<file path="src/rtl/core/greedy_box_nms_macros.svh">
// assertion macros for the greedy box suppression block
`ifndef GREEDY_BOX_NMS_MACROS_SVH
`define GREEDY_BOX_NMS_MACROS_SVH
`ifndef SYNTH
`define GBN_ASSERT_IMPL(label, clk, rst, ante, cons) \
  label: assert property (@(posedge clk) disable iff (rst) (ante) |-> (cons)) \
    else $error("assertion failed");
`define GBN_ASSERT_NEXT(label, clk, rst, ante, cons) \
  label: assert property (@(posedge clk) disable iff (rst) (ante) |=> (cons)) \
    else $error("assertion failed");
`else
`define GBN_ASSERT_IMPL(label, clk, rst, ante, cons)
`define GBN_ASSERT_NEXT(label, clk, rst, ante, cons)
`endif
`endif

</file>
<file path="src/rtl/core/gbn_pkg.sv">
// shared types and constants of the greedy box suppression block
package gbn_pkg;
  localparam int unsigned IdxOutW = 10;
  localparam int unsigned KeepCap = 64;
  localparam int unsigned KeepW = 7;
  localparam logic [1:0] REG_THR = 2'd0;
  localparam logic [1:0] REG_MAX = 2'd1;

  // commands from the controller to the datapath
  typedef struct packed {
    logic store_box;   // write input item to the stores
    logic clear_box;   // reset box count to zero
    logic scan_start;  // start a maximum search pass
    logic scan_step;   // advance maximum search
    logic supp_start;  // start a suppression pass
    logic supp_step;   // advance suppression pass
    logic clr_step;    // advance flag clearing pass
    logic clr_start;   // start flag clearing pass
  } cmd_t;

  // status from the datapath to the controller
  typedef struct packed {
    logic scan_done;
    logic found;
    logic supp_done;
    logic clr_done;
    logic full;
  } stat_t;
endpackage

</file>
<file path="src/rtl/core/gbn_ctrl.sv">
// sequencer of load, search, emit, suppress and clear phases
module gbn_ctrl (
  input  logic                 clk,
  input  logic                 rst,
  input  logic                 in_fire,
  input  logic                 in_last,
  input  logic                 out_ready,
  input  logic [gbn_pkg::KeepW-1:0] max_kept,
  input  gbn_pkg::stat_t       stat,
  output gbn_pkg::cmd_t        cmd,
  output logic                 in_ready,
  output logic                 out_valid,
  output logic                 out_last
);
  localparam logic [2:0] S_LOAD = 3'd0;
  localparam logic [2:0] S_SCAN = 3'd1;
  localparam logic [2:0] S_EVAL = 3'd2;
  localparam logic [2:0] S_SUPP = 3'd3;
  localparam logic [2:0] S_EMIT = 3'd4;
  localparam logic [2:0] S_CLR  = 3'd5;

  logic [2:0] state, state_next;
  logic [gbn_pkg::KeepW-1:0] kept, limit;
  logic pend, pend_next;

  assign limit = (max_kept > gbn_pkg::KeepW'(gbn_pkg::KeepCap)) ?
                 gbn_pkg::KeepW'(gbn_pkg::KeepCap) : max_kept;
  assign in_ready = (state == S_LOAD);

  // held result: out_valid stays until taken, last flag decided after next search or once the limit is reached
  always_comb begin
    cmd = '0; state_next = state; pend_next = pend;
    out_valid = 1'b0; out_last = 1'b0;
    case (state)
      S_LOAD: begin
        cmd.store_box = in_fire;
        if (in_fire && in_last) begin
          if (limit == '0) begin
            state_next = S_CLR; cmd.clr_start = 1'b1;
          end else begin
            state_next = S_SCAN; cmd.scan_start = 1'b1;
          end
        end
      end
      S_SCAN: begin
        cmd.scan_step = 1'b1;
        if (stat.scan_done) state_next = S_EVAL;
      end
      S_EVAL: begin
        if (pend) begin
          out_valid = 1'b1;
          out_last = !stat.found || kept == limit;
          if (out_ready) begin
            pend_next = 1'b0;
            if (out_last) begin
              state_next = S_CLR; cmd.clr_start = 1'b1;
            end else begin
              state_next = S_SUPP; cmd.supp_start = 1'b1;
            end
          end
        end else if (!stat.found) begin
          state_next = S_CLR; cmd.clr_start = 1'b1;
        end else begin
          state_next = S_SUPP; cmd.supp_start = 1'b1;
        end
      end
      S_SUPP: begin
        cmd.supp_step = 1'b1;
        if (stat.supp_done) state_next = S_EMIT;
      end
      S_EMIT: begin
        pend_next = 1'b1;
        if (kept == limit) begin
          state_next = S_EVAL;
        end else begin
          state_next = S_SCAN; cmd.scan_start = 1'b1;
        end
      end
      S_CLR: begin
        cmd.clr_step = 1'b1;
        if (stat.clr_done) begin
          state_next = S_LOAD; cmd.clear_box = 1'b1;
        end
      end
      default: state_next = S_LOAD;
    endcase
  end

  // state, pending flag and kept count; reset starts with a flag clearing pass
  always_ff @(posedge clk) begin
    if (rst) begin
      state <= S_CLR; pend <= 1'b0; kept <= '0;
    end else begin
      state <= state_next; pend <= pend_next;
      if (state == S_LOAD) kept <= '0;
      else if (cmd.supp_start) kept <= kept + 1'b1;
    end
  end

  `include "greedy_box_nms_macros.svh"
  `GBN_ASSERT_IMPL(a_kept_lim, clk, rst, 1'b1, kept <= limit)
  `GBN_ASSERT_IMPL(a_out_only_eval, clk, rst, out_valid, state == S_EVAL)
  `GBN_ASSERT_NEXT(a_ld_after_clr, clk, rst, state == S_CLR && stat.clr_done,
                   state == S_LOAD)
endmodule

</file>
<file path="config.mk">
export PLATFORM = sky130hd
export DESIGN_NAME = gbn_ctrl
export DESIGN_NICKNAME = d
export VERILOG_FILES = /design/src/rtl/core/gbn_pkg.sv /design/src/rtl/core/gbn_ctrl.sv
export VERILOG_INCLUDE_DIRS = /design/src /design/src/rtl/core
export SDC_FILE = /design/constraint.sdc
export NUM_CORES = 1
export LEC_CHECK = 0
export BUFFER_PORTS_ARGS = -buffer_cell sky130_fd_sc_hd__buf_2
export CORE_MARGIN = 4
export CORE_UTILIZATION = 40
export DETAILED_ROUTE_END_ITERATION = 7
export GPL_ROUTABILITY_DRIVEN = 0
export PLACE_DENSITY_LB_ADDON = 0.3
export SYNTH_ARGS = -nofsm -noshare
export SYNTH_HDL_FRONTEND = slang
export SYNTH_SLANG_ARGS = --single-unit
</file>
<file path="constraint.sdc">
create_clock -name clk -period 3.5 [get_ports clk]
set_clock_uncertainty 0.05 [all_clocks]
set_input_delay 0.7 -clock clk [delete_from_list [all_inputs] [get_ports clk]]
set_output_delay 0.7 -clock clk [all_outputs]
set_load 0.05 [all_outputs]
</file>
# Yosys cells after proc, flatten, opt, wreduce, memory -nomap -nowiden
# Cells that the tools add are included.
dict set report word_totals {
  regBits 11
  inputBits 17
  output_inout_bits 11
  word_cells 65
}
dict set report op_classes {
  add_sub_neg 1
  n_lt_le_gt_ge 1
  n_eq_ne 11
  muxes 41
  n_reduce_logical 8
}
# operator n
set ops {}
lappend ops {{$mux W3} 9}
lappend ops {{$mux W1} 26}
lappend ops {{$pmux W3 S6} 1}
lappend ops {{$add A7 B1 Y7 const B} 1}
lappend ops {{$eq A7 B7 Y1} 1}
lappend ops {{$gt A7 B7 Y1 const B} 1}
lappend ops {{$logic_not A7 Y1} 1}
lappend ops {{$mux W7} 1}
lappend ops {{$eq A3 B2 Y1 const B} 2}
lappend ops {{$eq A3 B3 Y1 const B} 2}
lappend ops {{$ne A2 B2 Y1 const B} 3}
lappend ops {{$pmux W1 S2} 3}
lappend ops {{$reduce_and A5 Y1} 1}
lappend ops {{$eq A3 B1 Y1 const B} 1}
lappend ops {{$logic_not A3 Y1} 1}
lappend ops {{$ne A3 B3 Y1 const B} 1}
lappend ops {{$mux W2} 1}
lappend ops {{$ne A2 B1 Y1 const B} 1}
lappend ops {{$reduce_bool A2 Y1} 1}
lappend ops {{$reduce_or A2 Y1} 1}
lappend ops {{$logic_and A1 B1 Y1} 1}
lappend ops {{$logic_not A1 Y1} 1}
lappend ops {{$logic_or A1 B1 Y1} 1}

# Depth between registers and ports, before layout
dict set report depth {
  ltp_word 8
  depth_mapped 8
  mapped_depth_nobuf 6
}

# Least setup slack after synthesis
# OpenSTA, ideal clock, no wires.
dict set report synth_path {
  kind {reg-to-output}
  from {reg state[2]}
  to {out cmd[0] in the netlist's numbering}
  arrival_ns 2.669
  t_required_ns 2.750
  slack_ns 0.081
  stages_incl_launch_ff 5
  path_buffers 1
  cell_sequence {dfxtp_1 -> buf_2 -> nor3_1 -> nand2_1 -> o22ai_1}
}
# item line
set synth_rtl {}
lappend synth_rtl {{start, declared} gbn_ctrl.sv:22} ;# logic [2:0] state, state_next;
lappend synth_rtl {{start signal, assigned} gbn_ctrl.sv:94} ;# state <= state_next; pend <= pend_next;
lappend synth_rtl {{end, declared} gbn_ctrl.sv:10} ;# output gbn_pkg::cmd_t cmd,

==> results.md <==
- Status: complete, no violations
- Switching pwr: between 0.2 and 0.3 mW
- Vias/cell: about 6
- Sw frac: 0.501
- H-tree levels: 1
- PortBufs: 26
- Tightest Pin Transition: about 610 ps
- Gr usage total: 0.160
- Register bit total from synthesis: 11
- Mapped Area: approximately 960 um2
- Peak fanout along the critical path: 3
- Vias in the first global route: 938
- Core area: between 0.002 and 0.0025 mm2
- Area grow syn2layout: 15.7%
- Diodes inserted: 0
- Slowest CP cell: or4_1
- Rows: 17
- Main synth FF type: dfxtp_1
- Cell Count, Final, Fillers Out: approximately 170
- Logic pwr share: 0.499
- Synthesized net count: between 100 and 150
- Sink Count: 11
- Worst VDD drop: ~0.00042 V
- Max-slew violations: 0
- Period minus WS final: about 3200 ps
- Commonest non-fill, non-tap cell in the layout: buf_2
- Global-route wire length before repair: ~4200 um
- Initial DRC count: 60
- Setup Buffers After CTS: 0
- Die Ht: approximately 57 um
- DR WL/cell: around 14 um
- Worst slew margin: 0.592
- Ys async rst share: 0
- Most frequent CP cell: buf_2
- Largest net degree at the start of global routing: 15
- Nets: 165
- Ys Warns: 0
- Syn_area_per_cell: 7.91 um2
- Cells along the critical path: buf_2 > or4_1 > nor4_1 > nand2_1 > o22ai_1 > buf_2
- Commonest non-fill, non-tap cells in the layout: 26 x buf_2, 12 x a21oi_1, 11 x dfxtp_1
- GRT overflow: 0
- HP Class: flip-flop to flip-flop
- Cells after DPL: 170
- Post-Synthesis Cells: around 120
- Post-route DRC violation count: 0
- Period utilization: 0.901
- Root Driver: clkbuf_4
- Achievable Freq: about 0.32 GHz
- First-pass DRT Iterations: 4
- Sequential share of the synthesized area: 0.228
- Cell Pwr Density: just under 500 mW/mm2
- Number of synthesized flops with an enable pin: 0
- Synth area leaders: dfxtp_1 23%, a21oi_1 6.2%, o31ai_1 4.7%
- Post-CTS sizing: 0
- CP Class: input pin to output pin
- DR vias: slightly above 1,000
- Critical path arrival: approximately 2400 ps
- # setup viols final: 0
- Element type at the critical path end: output pin
- Clk slew on worst S/H paths: ~70 ps
- Clock Path Buffers: 2
- Reg power frac: 0.336
- CP peak stage delay: about 520 ps
- DRT antenna net count: 0
- Critical path buffer and inverter count: 2
- Ratio of cells with drive above 1 in the final layout: 0.281
- Post-synth top area cell: dfxtp_1
- Worst skew pair latency: 270 ps
- Reg-to-reg slack, setup: around 1400 ps
- Worst EP required: 2750 ps
- Max Cap Violations: 0
- Total Wirelength: between 2000 and 3000 um
- Leakage: around 0.43 nW
- Die X: around 57 um
- Top cell type's share of synthesized area: 0.228
- RSZ-0062 raised after global routing: no
- Hold_buf cts: 0
- Clock tree from TritonCTS: built
- Internal: roughly 0.27 mW
- Yosys cell types: 46
- Post-route setup TNS: 0 ps
- Startpoint Class: input pin
- Initial Utilization: 0.428
- Initial antenna violation count: 0
- Top Ports: 28
- Clock power frac: 0.165
- Post-DP HPWL: slightly below 2000 um
- CP delay by family, top: simple AND/OR/NAND/NOR gates
- Total CTS buffers: 3
- Die area: ~0.0033 mm2
- Final Hold Viols: 0
[cell type report]
| cell class | count | area, um2 |
|---|---|---|
| repair buffers | 27 | 138 |
| inverters | 6 | 22.5 |
| well taps | 28 | 35.0 |
| flip-flops and latches | 11 | 220 |
| fillers | 231 | 1140 |
| multi-input cells | 98 | 674 |
| clock buffers | 4 | 26.3 |
[routing by layer]
layer / GRT usage / vias to the layer above / part of all wire
li1: - / 511 / -
met1: 0.196 / 489 / 0.43
met2: 0.276 / 25 / 0.50
met3: 0.0249 / 2 / 0.062
met4: 0.0662 / 0 / 0.0048
met5: 0 / - / 0
[registers in the layout (all words and copies together), names as in the netlist]
register,flops
kept,7
pend,1
state,3
[cells by family (layout without fill, tap and decap cells)]
kind of cell,Yosys count,in the layout,synth area share
adders and majority gates,1,1,0.0130
buffers and inverters,13,37,0.0726
and+or+nand+nor,56,56,0.328
xor gates and xnor gates,1,1,0.00908
AOI/OAI and AO/OA,39,39,0.339
DFF,11,11,0.228
muxes,1,1,0.0104
[final timing paths]
kind,startpoint,endpoint,depth (start not counted)
worst max-delay path,max_kept[0],cmd[0],6
worst min-delay path,kept[4],kept[4],2
worst max register to register,state[1],kept[3],4
worst min register to register,kept[4],kept[4],2
[cell usage after synthesis, types with 2 or more instances]
cell,number
buf_6,2
o31ai_1,6
nand3_1,6
nand3b_1,2
buf_2,2
or4_1,6
nand2b_1,5
inv_1,5
nor3_1,7
and3_1,2
nor2_1,10
and2_1,2
dfxtp_1,11
a21boi_0,2
a21oi_1,12
or3_1,2
nand2_1,8
o211ai_1,2
clkbuf_1,2
o21ai_1,2
[worst reg2reg max path, cell delays in order (launching register included)]
cell and delay (ps):
dfxtp_1 540, nor3b_4 320, nand3_1 360, or4_1 570, a21oi_1 160
[power by group through the flow]
stage,logic [mW],registers (mW),clock network (mW)
final,0.268,0.180,0.0884
after global routing,0.287,0.184,0.0971
after CTS,0.268,0.180,0.0927
after detailed placement,0.267,0.182,0
after global placement,0.262,0.180,0
after floorplan,0.244,0.149,0
[stage by stage]
| step | instance area (um2) | worst slack [ps] | total power, mW | hold slack (ps) | util |
|---|---|---|---|---|---|
| 5_1_grt | 1120 | 180 | 0.568 | 521 | 0.495 |
| 4_1_cts | 1120 | 375 | 0.540 | 484 | 0.495 |
| 6_report | 1120 | 348 | 0.536 | 484 | 0.495 |
| 3_5_place_dp | 1090 | 377 | 0.449 | 473 | 0.483 |
| 3_3_place_gp | 1090 | 446 | 0.442 | 463 | 0.483 |
| 2_1_floorplan | 965 | 80.7 | 0.393 | 435 | - |
Power figures use the tool's default switching activity.
